`src/rtl/spic_pkg.sv`:
```
`timescale 1ns / 1ps
`default_nettype none

package spic_pkg;

    localparam int DATA_W        = 24;
    localparam int REG_W         = 23;
    localparam int ERR_W         = DATA_W + 1;
    localparam int DT_W          = 16;
    localparam int HI_W          = ERR_W + 2;
    localparam int PROD_W        = HI_W + REG_W;
    localparam int CNT_W         = $clog2(REG_W);
    localparam int CFG_IDX_W     = 3;
    localparam int FRAC_BITS_DEF = 16;

    localparam logic [REG_W-1:0] RST_SPEED_LIMIT = 23'd262144;
    localparam logic [REG_W-1:0] RST_PROP_GAIN   = 23'd78643;
    localparam logic [REG_W-1:0] RST_INTEG_GAIN  = 23'd22938;
    localparam logic [REG_W-1:0] RST_INTEG_LIMIT = 23'd262144;
    localparam logic [REG_W-1:0] RST_ACCEL_LIMIT = 23'd131072;
    localparam logic [REG_W-1:0] RST_DECEL_LIMIT = 23'd196608;

    localparam logic OP_STEP  = 1'b0;
    localparam logic OP_CLEAR = 1'b1;

    typedef enum logic [CFG_IDX_W-1:0] {
        REG_SPEED_LIMIT = 3'd0,
        REG_PROP_GAIN   = 3'd1,
        REG_INTEG_GAIN  = 3'd2,
        REG_INTEG_LIMIT = 3'd3,
        REG_ACCEL_LIMIT = 3'd4,
        REG_DECEL_LIMIT = 3'd5
    } t_reg_idx;

    typedef struct packed {
        logic [REG_W-1:0] speed_limit;
        logic [REG_W-1:0] prop_gain;
        logic [REG_W-1:0] integ_gain;
        logic [REG_W-1:0] integ_limit;
        logic [REG_W-1:0] accel_limit;
        logic [REG_W-1:0] decel_limit;
    } t_cfg;

    typedef struct packed {
        logic clear;
        logic en;
        logic bit_a;
        logic bit_b;
    } t_mac_ctl;

endpackage

`default_nettype wire

```
`src/rtl/speed_pi_controller_antiwindup_unit.sv`:
```
// Speed PI controller with conditional-integration anti-windup, signed fixed
// point with FRAC_BITS fraction bits. Input items arrive on the s_ channel:
// s_tuser selects a control step or an integral clear, s_tdata carries the
// target speed, measured speed and time step. Each item yields exactly one
// result item on the m_ channel: m_tdata is the acceleration command and
// m_tuser is set when the integral was held back by anti-windup.
// A control step multiplies bit-serially in a shared shift-and-add unit:
// first error times time step, then the gain sum. When the integral is
// held, the gain sum is run again with the old integral. A clear item, or
// a step with a zero time step, goes straight to the final state. A new
// item is accepted only after the previous result has moved to the output
// register. The output register holds the result while m_tready is low;
// the unit waits in its final state until that register is free.
// Configuration writes take effect at once and clear the integral.
// Synchronous reset loads the default registers, zeroes the integral and
// empties the output register.
`timescale 1ns / 1ps
`default_nettype none

module speed_pi_controller_antiwindup_unit
    import spic_pkg::*;
#(
    parameter int FRAC_BITS = FRAC_BITS_DEF
) (
    input  wire logic                 i_clk,
    input  wire logic                 i_rst_n,
    input  wire logic                 s_tvalid,
    output logic                      s_tready,
    input  wire logic [63:0]          s_tdata,   // target_speed, measured_speed, time_step
    input  wire logic                 s_tuser,   // op
    output logic                      m_tvalid,
    input  wire logic                 m_tready,
    output logic [DATA_W-1:0]         m_tdata,   // accel_cmd
    output logic                      m_tuser,   // integ_held
    input  wire logic                 i_cfg_we,
    input  wire logic [CFG_IDX_W-1:0] i_cfg_idx,
    input  wire logic [REG_W-1:0]     i_cfg_wdata
);

    typedef enum logic [6:0] {
        ST_IDLE   = 7'b0000001,
        ST_MUL_DT = 7'b0000010,
        ST_CAND   = 7'b0000100,
        ST_MUL_PI = 7'b0001000,
        ST_ROUND  = 7'b0010000,
        ST_DECIDE = 7'b0100000,
        ST_DONE   = 7'b1000000
    } t_state;

    t_cfg     w_cfg;
    logic     w_cfg_hit;
    t_mac_ctl w_mac;
    logic signed [PROD_W-1:0] w_prod;

    t_state                   r_state, n_state;
    logic [CNT_W-1:0]         r_cnt, n_cnt;
    logic signed [DATA_W-1:0] r_integ, n_integ;
    logic                     r_m_valid, n_m_valid;
    logic signed [ERR_W-1:0]  r_err, n_err;
    logic signed [DATA_W-1:0] r_cand, n_cand;
    logic                     r_second, n_second;
    logic [DATA_W-1:0]        r_res, n_res;
    logic                     r_held, n_held;
    logic signed [PROD_W-1:0] r_round, n_round;
    logic [REG_W-1:0]         r_mplr_a, n_mplr_a;
    logic [REG_W-1:0]         r_mplr_b, n_mplr_b;
    logic [DATA_W-1:0]        r_m_data, n_m_data;
    logic                     r_m_held, n_m_held;

    logic                     w_accept;
    logic signed [DATA_W-1:0] w_target;
    logic signed [DATA_W-1:0] w_meas;
    logic [DT_W-1:0]          w_dt;
    logic signed [DATA_W-1:0] w_tclamp;
    logic signed [ERR_W-1:0]  w_err;
    logic signed [HI_W-1:0]   w_step_term;
    logic signed [HI_W-1:0]   w_cand_sum;
    logic signed [HI_W-1:0]   w_ilim;
    logic signed [DATA_W-1:0] w_cand;
    logic signed [PROD_W-1:0] w_round;
    logic signed [PROD_W-1:0] w_acc_ext;
    logic signed [PROD_W-1:0] w_dec_ext;
    logic                     w_sat_hi;
    logic                     w_sat_lo;
    logic                     w_commit;
    logic [DATA_W-1:0]        w_clamped;
    logic                     w_out_free;

    spic_cfg_regs u_cfg (
        .i_clk    (i_clk),
        .i_rst_n  (i_rst_n),
        .i_we     (i_cfg_we),
        .i_idx    (i_cfg_idx),
        .i_wdata  (i_cfg_wdata),
        .o_cfg    (w_cfg),
        .o_wr_hit (w_cfg_hit)
    );

    spic_sermac u_mac (
        .i_clk     (i_clk),
        .i_ctl     (w_mac),
        .i_mcand_a (r_err),
        .i_mcand_b (r_second ? {r_integ[DATA_W-1], r_integ} : {r_cand[DATA_W-1], r_cand}),
        .o_prod    (w_prod)
    );

    assign s_tready   = (r_state == ST_IDLE);
    assign w_accept   = s_tvalid && s_tready;
    assign m_tvalid   = r_m_valid;
    assign m_tdata    = r_m_data;
    assign m_tuser    = r_m_held;
    assign w_out_free = !r_m_valid || m_tready;

    always_comb begin
        w_target = $signed(s_tdata[23:0]);
        w_meas   = $signed(s_tdata[47:24]);
        w_dt     = s_tdata[63:48];
        if (w_target[DATA_W-1]) begin
            w_tclamp = '0;
        end else if (w_target > $signed({1'b0, w_cfg.speed_limit})) begin
            w_tclamp = $signed({1'b0, w_cfg.speed_limit});
        end else begin
            w_tclamp = w_target;
        end
        w_err = {w_tclamp[DATA_W-1], w_tclamp} - {w_meas[DATA_W-1], w_meas};

        w_step_term = $signed(w_prod[PROD_W-1:REG_W])
                    + $signed({{(HI_W - 1){1'b0}}, w_prod[REG_W-1]});
        w_cand_sum  = {{(HI_W - DATA_W){r_integ[DATA_W-1]}}, r_integ} + w_step_term;
        w_ilim      = $signed({{(HI_W - REG_W){1'b0}}, w_cfg.integ_limit});
        if (w_cand_sum > w_ilim) begin
            w_cand = w_ilim[DATA_W-1:0];
        end else if (w_cand_sum < -w_ilim) begin
            w_cand = DATA_W'(-w_ilim);
        end else begin
            w_cand = w_cand_sum[DATA_W-1:0];
        end

        w_round = (w_prod >>> FRAC_BITS)
                + $signed({{(PROD_W - 1){1'b0}}, w_prod[FRAC_BITS-1]});

        w_acc_ext = $signed({{(PROD_W - REG_W){1'b0}}, w_cfg.accel_limit});
        w_dec_ext = $signed({{(PROD_W - REG_W){1'b0}}, w_cfg.decel_limit});
        w_sat_hi  = r_round > w_acc_ext;
        w_sat_lo  = r_round < -w_dec_ext;
        w_commit  = (!w_sat_hi || r_err[ERR_W-1])
                 && (!w_sat_lo || (!r_err[ERR_W-1] && (r_err != '0)));
        if (w_sat_hi) begin
            w_clamped = {1'b0, w_cfg.accel_limit};
        end else if (w_sat_lo) begin
            w_clamped = DATA_W'(-w_dec_ext);
        end else begin
            w_clamped = r_round[DATA_W-1:0];
        end
    end

    always_comb begin
        n_state   = r_state;
        n_cnt     = r_cnt;
        n_integ   = r_integ;
        n_m_valid = r_m_valid;
        n_err     = r_err;
        n_cand    = r_cand;
        n_second  = r_second;
        n_res     = r_res;
        n_held    = r_held;
        n_round   = r_round;
        n_mplr_a  = r_mplr_a;
        n_mplr_b  = r_mplr_b;
        n_m_data  = r_m_data;
        n_m_held  = r_m_held;
        w_mac     = '0;

        if (r_m_valid && m_tready) begin
            n_m_valid = 1'b0;
        end

        case (r_state)
            ST_IDLE: begin
                if (w_accept) begin
                    n_res  = '0;
                    n_held = 1'b0;
                    if (s_tuser == OP_CLEAR) begin
                        n_integ = '0;
                        n_state = ST_DONE;
                    end else if (w_dt == '0) begin
                        n_state = ST_DONE;
                    end else begin
                        n_err     = w_err;
                        n_second  = 1'b0;
                        n_mplr_a  = REG_W'(w_dt);
                        n_mplr_b  = '0;
                        n_cnt     = '0;
                        w_mac.clear = 1'b1;
                        n_state   = ST_MUL_DT;
                    end
                end
            end
            ST_MUL_DT, ST_MUL_PI: begin
                w_mac.en    = 1'b1;
                w_mac.bit_a = r_mplr_a[0];
                w_mac.bit_b = r_mplr_b[0];
                n_mplr_a    = r_mplr_a >> 1;
                n_mplr_b    = r_mplr_b >> 1;
                n_cnt       = r_cnt + 1'b1;
                if (r_state == ST_MUL_DT && r_cnt == CNT_W'(DT_W - 1)) begin
                    n_state = ST_CAND;
                end else if (r_state == ST_MUL_PI && r_cnt == CNT_W'(REG_W - 1)) begin
                    n_state = ST_ROUND;
                end
            end
            ST_CAND: begin
                n_cand      = w_cand;
                n_mplr_a    = w_cfg.prop_gain;
                n_mplr_b    = w_cfg.integ_gain;
                n_cnt       = '0;
                w_mac.clear = 1'b1;
                n_state     = ST_MUL_PI;
            end
            ST_ROUND: begin
                n_round = w_round;
                n_state = ST_DECIDE;
            end
            ST_DECIDE: begin
                if (!r_second && !w_commit) begin
                    n_held      = 1'b1;
                    n_second    = 1'b1;
                    n_mplr_a    = w_cfg.prop_gain;
                    n_mplr_b    = w_cfg.integ_gain;
                    n_cnt       = '0;
                    w_mac.clear = 1'b1;
                    n_state     = ST_MUL_PI;
                end else begin
                    if (!r_second) begin
                        n_integ = r_cand;
                        n_held  = 1'b0;
                    end
                    n_res   = w_clamped;
                    n_state = ST_DONE;
                end
            end
            ST_DONE: begin
                if (w_out_free) begin
                    n_m_valid = 1'b1;
                    n_m_data  = r_res;
                    n_m_held  = r_held;
                    n_state   = ST_IDLE;
                end
            end
            default: begin
                n_state = ST_IDLE;
            end
        endcase

        if (w_cfg_hit) begin
            n_integ = '0;
        end
    end

    always_ff @(posedge i_clk) begin
        if (!i_rst_n) begin
            r_state   <= ST_IDLE;
            r_integ   <= '0;
            r_m_valid <= 1'b0;
        end else begin
            r_state   <= n_state;
            r_integ   <= n_integ;
            r_m_valid <= n_m_valid;
        end
    end

    always_ff @(posedge i_clk) begin
        r_cnt    <= n_cnt;
        r_err    <= n_err;
        r_cand   <= n_cand;
        r_second <= n_second;
        r_res    <= n_res;
        r_held   <= n_held;
        r_round  <= n_round;
        r_mplr_a <= n_mplr_a;
        r_mplr_b <= n_mplr_b;
        r_m_data <= n_m_data;
        r_m_held <= n_m_held;
    end

    a_cfg_clears_integ: assert property (@(posedge i_clk) disable iff (!i_rst_n)
        w_cfg_hit |=> (r_integ == '0))
        else $error("integral not cleared after a configuration write");

    a_clear_item: assert property (@(posedge i_clk) disable iff (!i_rst_n)
        (w_accept && (s_tuser == OP_CLEAR)) |=> (r_integ == '0))
        else $error("integral not cleared by a clear item");

    a_integ_bound: assert property (@(posedge i_clk) disable iff (!i_rst_n)
        (r_integ <= $signed({1'b0, w_cfg.integ_limit}))
        && (r_integ >= -$signed({1'b0, w_cfg.integ_limit})))
        else $error("integral outside its limit");

    a_out_bound: assert property (@(posedge i_clk) disable iff (!i_rst_n)
        m_tvalid |-> (($signed(m_tdata) <= $signed({1'b0, w_cfg.accel_limit}))
                   && ($signed(m_tdata) >= -$signed({1'b0, w_cfg.decel_limit}))))
        else $error("acceleration command outside its limits");

    a_done_delivers: assert property (@(posedge i_clk) disable iff (!i_rst_n)
        ((r_state == ST_DONE) && w_out_free) |=> m_tvalid)
        else $error("finished item not moved to the output register");

endmodule

`default_nettype wire

```
`src/rtl/spic_cfg_regs.sv`:
```
`timescale 1ns / 1ps
`default_nettype none

module spic_cfg_regs
    import spic_pkg::*;
(
    input  wire logic                 i_clk,
    input  wire logic                 i_rst_n,
    input  wire logic                 i_we,
    input  wire logic [CFG_IDX_W-1:0] i_idx,
    input  wire logic [REG_W-1:0]     i_wdata,
    output t_cfg                      o_cfg,
    output logic                      o_wr_hit
);

    t_cfg r_cfg;

    assign o_cfg    = r_cfg;
    assign o_wr_hit = i_we && (i_idx inside {[REG_SPEED_LIMIT:REG_DECEL_LIMIT]});

    always_ff @(posedge i_clk) begin
        if (!i_rst_n) begin
            r_cfg.speed_limit <= RST_SPEED_LIMIT;
            r_cfg.prop_gain   <= RST_PROP_GAIN;
            r_cfg.integ_gain  <= RST_INTEG_GAIN;
            r_cfg.integ_limit <= RST_INTEG_LIMIT;
            r_cfg.accel_limit <= RST_ACCEL_LIMIT;
            r_cfg.decel_limit <= RST_DECEL_LIMIT;
        end else if (i_we) begin
            case (t_reg_idx'(i_idx))
                REG_SPEED_LIMIT: r_cfg.speed_limit <= i_wdata;
                REG_PROP_GAIN:   r_cfg.prop_gain   <= i_wdata;
                REG_INTEG_GAIN:  r_cfg.integ_gain  <= i_wdata;
                REG_INTEG_LIMIT: r_cfg.integ_limit <= i_wdata;
                REG_ACCEL_LIMIT: r_cfg.accel_limit <= i_wdata;
                REG_DECEL_LIMIT: r_cfg.decel_limit <= i_wdata;
                default: begin
                end
            endcase
        end
    end

endmodule

`default_nettype wire

```
`src/rtl/spic_sermac.sv`:
```
`timescale 1ns / 1ps
`default_nettype none

// Serial-parallel multiply-accumulate: one multiplier bit per cycle while enabled for each of
// two products, the partial sum shifting right into the low register.
module spic_sermac
    import spic_pkg::*;
(
    input  wire logic                     i_clk,
    input  wire t_mac_ctl                 i_ctl,
    input  wire logic signed [ERR_W-1:0]  i_mcand_a,
    input  wire logic signed [ERR_W-1:0]  i_mcand_b,
    output logic signed [PROD_W-1:0]      o_prod
);

    logic signed [HI_W-1:0] r_hi;
    logic signed [HI_W-1:0] n_hi;
    logic [REG_W-1:0]       r_lo;
    logic [REG_W-1:0]       n_lo;
    logic signed [HI_W:0]   w_add_a;
    logic signed [HI_W:0]   w_add_b;
    logic signed [HI_W:0]   w_sum;

    always_comb begin
        w_add_a = i_ctl.bit_a ? {{(HI_W + 1 - ERR_W){i_mcand_a[ERR_W-1]}}, i_mcand_a} : '0;
        w_add_b = i_ctl.bit_b ? {{(HI_W + 1 - ERR_W){i_mcand_b[ERR_W-1]}}, i_mcand_b} : '0;
        w_sum   = {r_hi[HI_W-1], r_hi} + w_add_a + w_add_b;
        n_hi    = r_hi;
        n_lo    = r_lo;
        if (i_ctl.clear) begin
            n_hi = '0;
            n_lo = '0;
        end else if (i_ctl.en) begin
            n_hi = w_sum[HI_W:1];
            n_lo = {w_sum[0], r_lo[REG_W-1:1]};
        end
    end

    always_ff @(posedge i_clk) begin
        r_hi <= n_hi;
        r_lo <= n_lo;
    end

    assign o_prod = {r_hi, r_lo};

endmodule

`default_nettype wire
```
`config.mk`:
```
export PLATFORM = sky130hd
export DESIGN_NAME = speed_pi_controller_antiwindup_unit
export DESIGN_NICKNAME = d
export VERILOG_FILES = /design/src/rtl/spic_pkg.sv /design/src/rtl/speed_pi_controller_antiwindup_unit.sv /design/src/rtl/spic_cfg_regs.sv /design/src/rtl/spic_sermac.sv
export SDC_FILE = /design/constraint.sdc
export NUM_CORES = 1
export LEC_CHECK = 0
export ABC_AREA = 1
export ABC_CLOCK_PERIOD_IN_PS = 7100
export BUFFER_PORTS_ARGS = -buffer_cell sky130_fd_sc_hd__buf_4
export CAP_MARGIN = 20
export CORE_MARGIN = 4
export CORE_UTILIZATION = 40
export CTS_CLUSTER_SIZE = 40
export DETAILED_ROUTE_END_ITERATION = 8
export PLACE_DENSITY_LB_ADDON = 0.15
export SLEW_MARGIN = 20
export SYNTH_ARGS = -nofsm -noshare
export SYNTH_HDL_FRONTEND = slang
export SYNTH_HIERARCHICAL = 1
export SYNTH_SLANG_ARGS = --single-unit
```
`constraint.sdc`:
```
create_clock -name i_clk -period 7.1 [get_ports i_clk]
set_clock_uncertainty 0.2 [all_clocks]
set_input_delay 0.71 -clock i_clk [delete_from_list [all_inputs] [get_ports i_clk]]
set_output_delay 0.71 -clock i_clk [all_outputs]
set_load 0.05 [all_outputs]
```
## Word level (Yosys, flattened, before mapping)

Cells that the tools add are included.

- Output and inout port bits: 27
- Register bits: 421
- Input port bits: 96
- Word-level logic and storage cells: 163

- Equality and inequality tests: 24
- Mux-type cells: 58
- Add/sub/neg operators: 9
- Bitwise gates (word level): 3
- $lt $le $gt $ge: 7
- Reduce and logical (&&, ||, !) cells: 39

Operators by type and width:

| kind | count |
|---|---|
| $mux W23 | 11 |
| $mux W24 | 9 |
| $pmux W23 S4 | 2 |
| $pmux W24 S2 | 2 |
| $add A28 B28 Y28 | 2 |
| $mux W28 | 2 |
| $gt A50 B24 Y1 | 1 |
| $lt A50 B50 Y1 | 1 |
| $neg A23 Y50 | 1 |
| $mux W7 | 7 |
| $pmux W7 S6 | 1 |
| $add A34 B2 Y35 | 1 |
| $add A27 B2 Y27 | 1 |
| $add A27 B27 Y27 | 1 |
| $gt A27 B24 Y1 | 1 |
| $lt A27 B27 Y1 | 1 |
| $neg A23 Y27 | 1 |
| $mux W25 | 1 |
| $reduce_bool A25 Y1 | 1 |
| $sub A24 B24 Y25 | 1 |
| $gt A24 B24 Y1 | 1 |
| $mux W5 | 4 |
| $pmux W5 S4 | 1 |
| $logic_not A16 Y1 | 1 |
| 34 further kinds | 85 |

## Depth between registers and ports, before layout

Gate-level depths: netlist (run 1).

- Depth after elaboration: 9
- Gate-level depth with buffers: 32
- Depth with buffers taken out: 30

## Modules after synthesis

Netlist (run 1), hierarchy kept.

By module, submodules not included:

| module | sequential area each (sq um) | times used | cells each | area each (sq um) |
|---|---|---|---|---|
| speed_pi_controller_antiwindup_unit | 6226.0 | 1 | 2190 | 17306.6 |
| spic_cfg_regs | 2762.6 | 1 | 768 | 5370.2 |
| spic_sermac | 1001.0 | 1 | 792 | 4810.9 |

## Worst setup path after synthesis (run 1)

No wires, ideal clock.

- Path kind: reg-to-reg
- Start point: reg u_cfg.r_cfg, in the netlist u_cfg/o_cfg[0]
- End point: reg r_cnt[0], enable pin
- Path buffers: 0
- Clock period less this slack: 6.003 ns
- Setup time: 0.460 ns
- Arrival: 5.344 ns
- Cell stages (with the launch flop): 25
- Slack: 1.097 ns
- Required time: 6.440 ns
- Cell sequence: dfxtp_1 -> inv_1 -> ha_1 -> nand3_1 -> nor2_1 -> nand2_1 -> nor3_2 -> nand3_1 -> nor3_1 -> nand4_1 -> nor4_1 -> ha_1 -> nand2_1 -> nor2_1 -> nand2_1 -> nor2_1 -> nor2b_1 -> nand2_1 -> nand3_1 -> nand3_1 -> nand2_1 -> nand2_1 -> nand2_1 -> nand2_1 -> nor2_1

- Word-level cells in the longest chain between the ends: 9

RTL lines:

| item | RTL line | RTL |
|---|---|---|
| start, declared | spic_cfg_regs.sv:16 | `t_cfg r_cfg;` |
| $neg A23 Y50 | - |  |
| $lt A50 B50 Y1 | speed_pi_controller_antiwindup_unit.sv:145 | `w_sat_lo = r_round < -w_dec_ext;` |
| $logic_not A1 Y1 | speed_pi_controller_antiwindup_unit.sv:147 | `&& (!w_sat_lo \|\| (!r_err[ERR_W-1] && (r_err != '0)));` |
| $logic_or A1 B1 Y1 | speed_pi_controller_antiwindup_unit.sv:147 |  |
| $logic_and A1 B1 Y1 | speed_pi_controller_antiwindup_unit.sv:147 |  |
| $logic_not A1 Y1 | speed_pi_controller_antiwindup_unit.sv:225 | `if (!r_second && !w_commit) begin` |
| $logic_and A1 B1 Y1 | speed_pi_controller_antiwindup_unit.sv:225 |  |
| $ne A2 B2 Y1 (no source line) | - |  |
| $reduce_and A5 Y1 (no source line) | - |  |
| end signal, assigned | speed_pi_controller_antiwindup_unit.sv:273 | `r_cnt <= n_cnt;` |
| end, declared | speed_pi_controller_antiwindup_unit.sv:56 | `logic [CNT_W-1:0] r_cnt, n_cnt;` |

No other way between the ends.
A chain may end at the register's enable or synchronous reset.

## Worst setup path after layout (run 1)

- Start point: reg u_cfg.r_cfg, in the netlist u_cfg/o_cfg[0]
- End point: reg r_mplr_b[16], enable pin

- Word-level cells in the longest chain between the ends: 9

RTL lines:

| item | RTL line | RTL |
|---|---|---|
| $neg A23 Y50 | - |  |
| $lt A50 B50 Y1 | speed_pi_controller_antiwindup_unit.sv:145 |  |
| $logic_not A1 Y1 | speed_pi_controller_antiwindup_unit.sv:147 |  |
| $logic_or A1 B1 Y1 | speed_pi_controller_antiwindup_unit.sv:147 |  |
| $logic_and A1 B1 Y1 | speed_pi_controller_antiwindup_unit.sv:147 |  |
| $logic_not A1 Y1 | speed_pi_controller_antiwindup_unit.sv:225 |  |
| $logic_and A1 B1 Y1 | speed_pi_controller_antiwindup_unit.sv:225 |  |
| $ne A2 B2 Y1 (no source line) | - |  |
| $reduce_and A5 Y1 (no source line) | - |  |
| end signal, assigned | speed_pi_controller_antiwindup_unit.sv:281 | `r_mplr_b <= n_mplr_b;` |
| end, declared | speed_pi_controller_antiwindup_unit.sv:66 | `logic [REG_W-1:0] r_mplr_b, n_mplr_b;` |

No other way between the ends.

==> results of run 1 <==
layout by cell type, fill, tap and decap left out, drive strengths merged, types with 3 or more instances in the layout:
cell	count
a21o	11
clkinvlp	3
buf	145
bufinv	3
o21a	7
xor2	77
edfxtp	186
a31oi	5
fa	31
nand4	70
o21bai	8
nand2	930
clkinv	19
or2	5
clkbuf	64
xnor2	46
ha	226
a211oi	7
o221ai	3
o2111ai	3
dfxtp	205
o22ai	9
nand3b	4
a21boi	3
nor2	494
nor3	38
o211ai	31
nand3	284
o21ai	193
nor4	32
inv	475
a21oi	166
registers in the layout (all words and copies together) (netlist names), 24 cells and up:
register     count
m_tdata         24
r_cand          24
r_err           25
r_integ         24
r_res           24
r_round         35
u_cfg/o_cfg    138
u_mac/r_hi      27
critical path: stages (launching register included):
cell,delay [ns]
dfxtp_1,0.33
inv_1,0.08
ha_1,0.19
nand3_1,0.12
nor2_1,0.10
nand2_1,0.13
nor3_2,0.21
nand3_1,0.10
nor3_1,0.25
nand4_1,0.45
nor4_1,0.49
ha_1,0.19
nand2_1,0.06
nor2_1,0.13
nand4_1,0.09
nor2_1,0.16
nor2b_1,0.15
nand2_1,0.08
nand3_1,0.11
nand3_1,0.10
nand2_1,0.19
nand2_1,0.07
buf_4,0.23
nand2_1,0.11
nand2_1,0.12
nor2_4,0.37
buf_4,0.40
layout make-up:
type                            instances  share of cell area [%]
Clock inverter                         23                   0.857
Multi-Input combinational cell       2693                    49.6
Inverter                              477                    5.93
Timing Repair Buffer                  145                    3.60
Clock buffer                           64                    4.37
Tap cell                              864                    3.58
Sequential cell                       391                    32.1
final timing paths:
kind | startpoint | end | slack, ns | cells past startpoint
worst max-delay path | u_cfg/o_cfg[0]$_SDFFE_PN0P_ | r_mplr_b[16]$_DFFE_PP_ | 1.53 | 26
worst max register to register | u_cfg/o_cfg[0]$_SDFFE_PN0P_ | r_mplr_b[16]$_DFFE_PP_ | 1.53 | 26
worst min register to register | r_res[21]$_SDFFCE_PN0P_ | m_tdata[21]$_DFFE_PP_ | 0.20 | 0
worst min-delay path | i_cfg_wdata[7] | u_cfg/o_cfg[76]$_SDFFE_PN1P_ | 0.12 | 3
layer usage:
layer	GRT usage [%]	vias up	wire [microns]
li1	-	12200	-
met1	31.5	11000	38200
met2	38.7	554	38500
met3	2.50	105	4150
met4	5.21	2	1680
met5	0	-	13
report_power, final:
group	switching, uW	total (uW)	leakage (uW)	internal, uW
sequential	297	3180	0.00342	2880
clock	1020	2450	0.000767	1430
combinational	1640	2390	0.00997	744
total	2960	8020	0.0142	5050
per-stage QoR:
step                worst slack (ns)  hold slack (ns)  instance area [sq um]  util [%]  instances
finish                          1.53            0.119                  30200      45.6       4657
global placement                1.56            0.201                  28600      43.2       4570
CTS                             1.44           0.0853                  30200      45.5       4657
global route                   0.825            0.102                  30200      45.6       4657
floorplan                       1.10            0.200                  27000         -       3687
detailed placement              1.48            0.205                  28600      43.2       4570
==> impl_results.md, run 1 <==
- Outcome: complete, no violations
- Die X: roughly 270 microns
- CTS root buffer: clkbuf_16
- Rows: 94
- Yosys Warn Count: 6
- Worst Path Arrival: about 5.6 ns
- Fillers: approximately 6.8k
- Critical path required time: approximately 7.2 ns
- Via count: ~24k
- Critical path type: register to register
- Final period demand of the worst path: ~5.6 ns
- CTS Buf Count: 47
- Max FO, Critical Path: 25
- Crit path capture type: register
- GRT Overall Usage: a little under a quarter
- Syn Nets: 4040
- Die Y: approximately 270 microns
- First-pass GRT wire length: ~130000 microns
- Gr ovfl total: 0
- Routability Congestion: between 0.9 and 1
- Skew-Pair Late Insertion Delay: around 0.60 ns
- RSZ-0062 raised after global routing: false
- Via density: a little over 5
- Endpoints failing setup: 0
- Final net count: 4108
- Largest net degree at the start of global routing: between 70 and 80
- Mapped Cells: 3687
- IO Port Bufs: 122
- Hold Path Class: input pin to register
- Worst-margin pin slew: approximately 1.0 ns
- Average cell area after synthesis: about 7.3 sq um
- TNS Setup: 0 ns
- I/O pin total: roughly 120
- H-tree lvl count: 2
- Fraction of the cycle the final worst path needs: between 70% and 80%
- Vias in the first global route: about 23k
- Full die area: 71700 sq um
- Clock sink count: just under 400
- Power density cells: approximately 270 nW/um^2
- Max IR drop VDD: ~0.18 mV
- Worst-path clk slew: approximately 0.060 ns
- Startpoint class of the critical path: register
- P_leak: 0.0142 uW
- CORE AREA: between 60000 and 70000 sq um
- Starting Density: about two fifths
- Avg WL per Cell: 17.7 microns
- Drt initial violations: between 1.5k and 2k
- Fmax: ~180 MHz
- Multi-input gate area: 15000 sq um
- Dpl hpwl: between 60000 and 70000 microns
- Number of post-CTS setup repair buffers: 0
- Drt total wl: 82500 microns
- N_diodes: 0
- Synth-to-Final Area Change: 12.0%
- DRT antenna net count: 0
- Sequential cell area: 9690 sq um
- # DRC: 0
- Slew margin rel.: 30.6%
- CTS tree: built
- Initial antenna violation count: 1
- Overall power: approximately 8000 uW
- Netlist Area Pre-Place: ~27000 sq um
- Layout cells sized above 1: 7.78%
- Clk buf depth: 3
- Hold buffer count at CTS: 0
- Post-CTS sizing: 0
- TritonRoute pass-1 iters: 7
- Final Hold Vio Count: 0
- Max cap viols: 0
- Max-slew violations: 0
Power figures use the tool's default switching activity.
==> inputs of run 2 (changes only) <==
--- a/config.mk
+++ b/config.mk
@@ -6,7 +6,7 @@
 export NUM_CORES = 1
 export LEC_CHECK = 0
 export ABC_AREA = 1
-export ABC_CLOCK_PERIOD_IN_PS = 7100
+export ABC_CLOCK_PERIOD_IN_PS = 4600
 export BUFFER_PORTS_ARGS = -buffer_cell sky130_fd_sc_hd__buf_4
 export CAP_MARGIN = 20
 export CORE_MARGIN = 4
==> constraint.sdc (replaced) <==
create_clock -name i_clk -period 4.6 [get_ports i_clk]
set_clock_uncertainty 0.2 [all_clocks]
set_input_delay 0.46 -clock i_clk [delete_from_list [all_inputs] [get_ports i_clk]]
set_output_delay 0.46 -clock i_clk [all_outputs]
set_load 0.05 [all_outputs]
==> run 2 against run 1 <==
Critical path depth rose by 2. Largest power group unchanged. Routed wire length increased by 5.2%. Critical endpoint is now r_mplr_b[0]$_DFFE_PP_. Cell count rose by 2.7%. Die area is the same. Clock power grew 56%. Worst setup slack got worse by 1.3 ns. Global-route usage grew 0.50 points. Cell area is 5.7% higher. Combinational power increased by 97%. Critical path type unchanged. Power grew 66%. Core utilization rose by 2.6 points. First-iteration DRC count down 4.3%.
==> impl_results.md, run 2 (synthesis results as in run 1) <==
- Via count: approximately 24k
- Clock sink count: approximately 400
- Startpoint class of the critical path: register
- Multi-input gate area: between 15000 and 20000 sq um
- P_leak: roughly 0.015 uW
- Critical path type: register to register
- Fillers: 6761
- Hold path startpoint: s_tdata[57]
- Worst-margin pin slew: approximately 1.1 ns
- CORE AREA: approximately 66000 sq um
- Die X: 268 microns
- Rows: 94
- Endpoints failing setup: 0
- Fin Hold WS: 0.0397 ns
- TNS Setup: 0 ns
- Initial antenna violation count: 2
- Routability Congestion: 0.897
- Largest net degree at the start of global routing: 76
- Top cell by count, worst path: nand2_2
- Max FO, Critical Path: 7
- CTS Buf Count: 48
- Skew-Pair Late Insertion Delay: 0.60 ns
- Reg2reg path depth: 28
- First-pass GRT wire length: roughly 130000 microns
- RSZ-0062 raised after global routing: true
- Most frequent cells in the layout: 906 x nand2_1, 462 x inv_1, 446 x nor2_1, 272 x nand3_1, 223 x ha_1
- Critical Path Source: u_cfg/o_cfg[1]$_SDFFE_PN0P_
- Starting Density: approximately 41%
- CTS tree: built
- Max cap viols: 0
- Final period demand of the worst path: approximately 4.4 ns
- Hold Path Class: input pin to register
- Max IR drop VDD: just under 0.3 mV
- Synth-to-Final Area Change: 18.3%
- DRT antenna net count: 0
- Worst Hold Path Cells: 3
- Power density cells: 416 nW/um^2
- Worst-path clk slew: 0.06 ns
- IO Port Bufs: approximately 120
- Fmax: around 230 MHz
- Final net count: 4231
- Fraction of the cycle the final worst path needs: ~96%
- GRT Overall Usage: a little under a quarter
- Slew margin rel.: between 20 and 30%
- Critical path required time: approximately 4.7 ns
- Commonest non-fill, non-tap cell in the layout: nand2_1
- Avg WL per Cell: 18.1 microns
- CTS root buffer: clkbuf_16
- Critical-path top delay cell: dfxtp_2
- Max-slew violations: 0
- Vias in the first global route: 22.9k
- Clk buf depth: 3
- Outcome: complete, no violations
- Crit path capture type: register
- Via density: between 5 and 6
- R2r startpoint: u_cfg/o_cfg[1]$_SDFFE_PN0P_
- Drt total wl: 86800 microns
- Final Hold Vio Count: 0
- Sequential cell area: a little under 10000 sq um
- Max reg flops: between 100 and 150
- Worst Path Arrival: 4.52 ns
- Die Y: 268 microns
- H-tree lvl count: 2
- # DRC: 0
- Full die area: about 72000 sq um
- I/O pin total: 123
- Gr ovfl total: 0
- Max incr delay on CP: ~0.32 ns
- Dpl hpwl: around 66000 microns
- Drt initial violations: roughly 1.8k
- TritonRoute pass-1 iters: 5
- Layout cells sized above 1: around 12%
run 2: cell count changes in the layout (fill, tap and decap cells not counted), sizes merged, moves of 2 or more:
cell / change
buf: +97
clkinv: +7
dlygate4sd3: +17
inv: +2
run 2: layer usage:
layer,track usage [%],share of wire [%],vias to the layer above
met5,0,0,-
met4,4.83,2.0,0
met3,2.58,5.4,99
met2,39.8,47,606
met1,32.2,45,11300
li1,-,-,12400
run 2: per-stage QoR:
step	cells	utilization, %	power [uW]	setup slack (ns)	area, sq um
floorplan	3687	-	7500	0.0341	27000
global placement	4650	44.3	9020	0.145	29400
detailed placement	4650	44.3	9040	0.0719	29400
CTS	4756	47.0	12900	0.0586	31200
global route	4782	48.1	14100	-0.0469	31900
finish	4782	48.1	13300	0.193	31900
run 2: final cells by class:
type                       instances  share of cell area [%]
timing repair buffer             267                    7.39
clock inverter                    34                    1.04
clock buffer                      55                    3.91
sequential                       391                    30.4
inverter                         477                    5.62
multi-input combinational       2693                    48.3
tap                              864                    3.39
antenna                            1                 0.00784
run 2: what timing repair did:
item | 4_1_cts | 5_1_grt
resized for setup | 0 | 107
setup endpoints to repair | 0 | 175
endpoints found under the hold margin | 25 | 0
setup buffers | 0 | 11
hold buffers | 17 | 0
run 2: critical path, delay by kind of cell, from the launching register on:
kind                     cells  cell delay [ns]
AND/OR/NAND/NOR             20             2.34
buffers and inverters        5             0.73
adder cells (fa/ha/maj)      2             0.45
flip-flops                   1             0.32
AO/OA/AOI/OAI                1             0.06
run 2: final timing paths:
check	slack [ns]	end
setup / recovery	0.19	r_mplr_b[0]$_DFFE_PP_
hold / removal	0.04	r_mplr_a[9]$_DFFE_PP_
hold reg to reg	0.21	m_tdata[20]$_DFFE_PP_
setup reg to reg	0.19	r_mplr_b[0]$_DFFE_PP_
run 2: report_power, final:
group	switching, uW	internal, uW	leakage (uW)	total [uW]
sequential	320	4450	0.00343	4760
combinational	2970	1750	0.0108	4720
clock	1610	2200	0.000777	3810
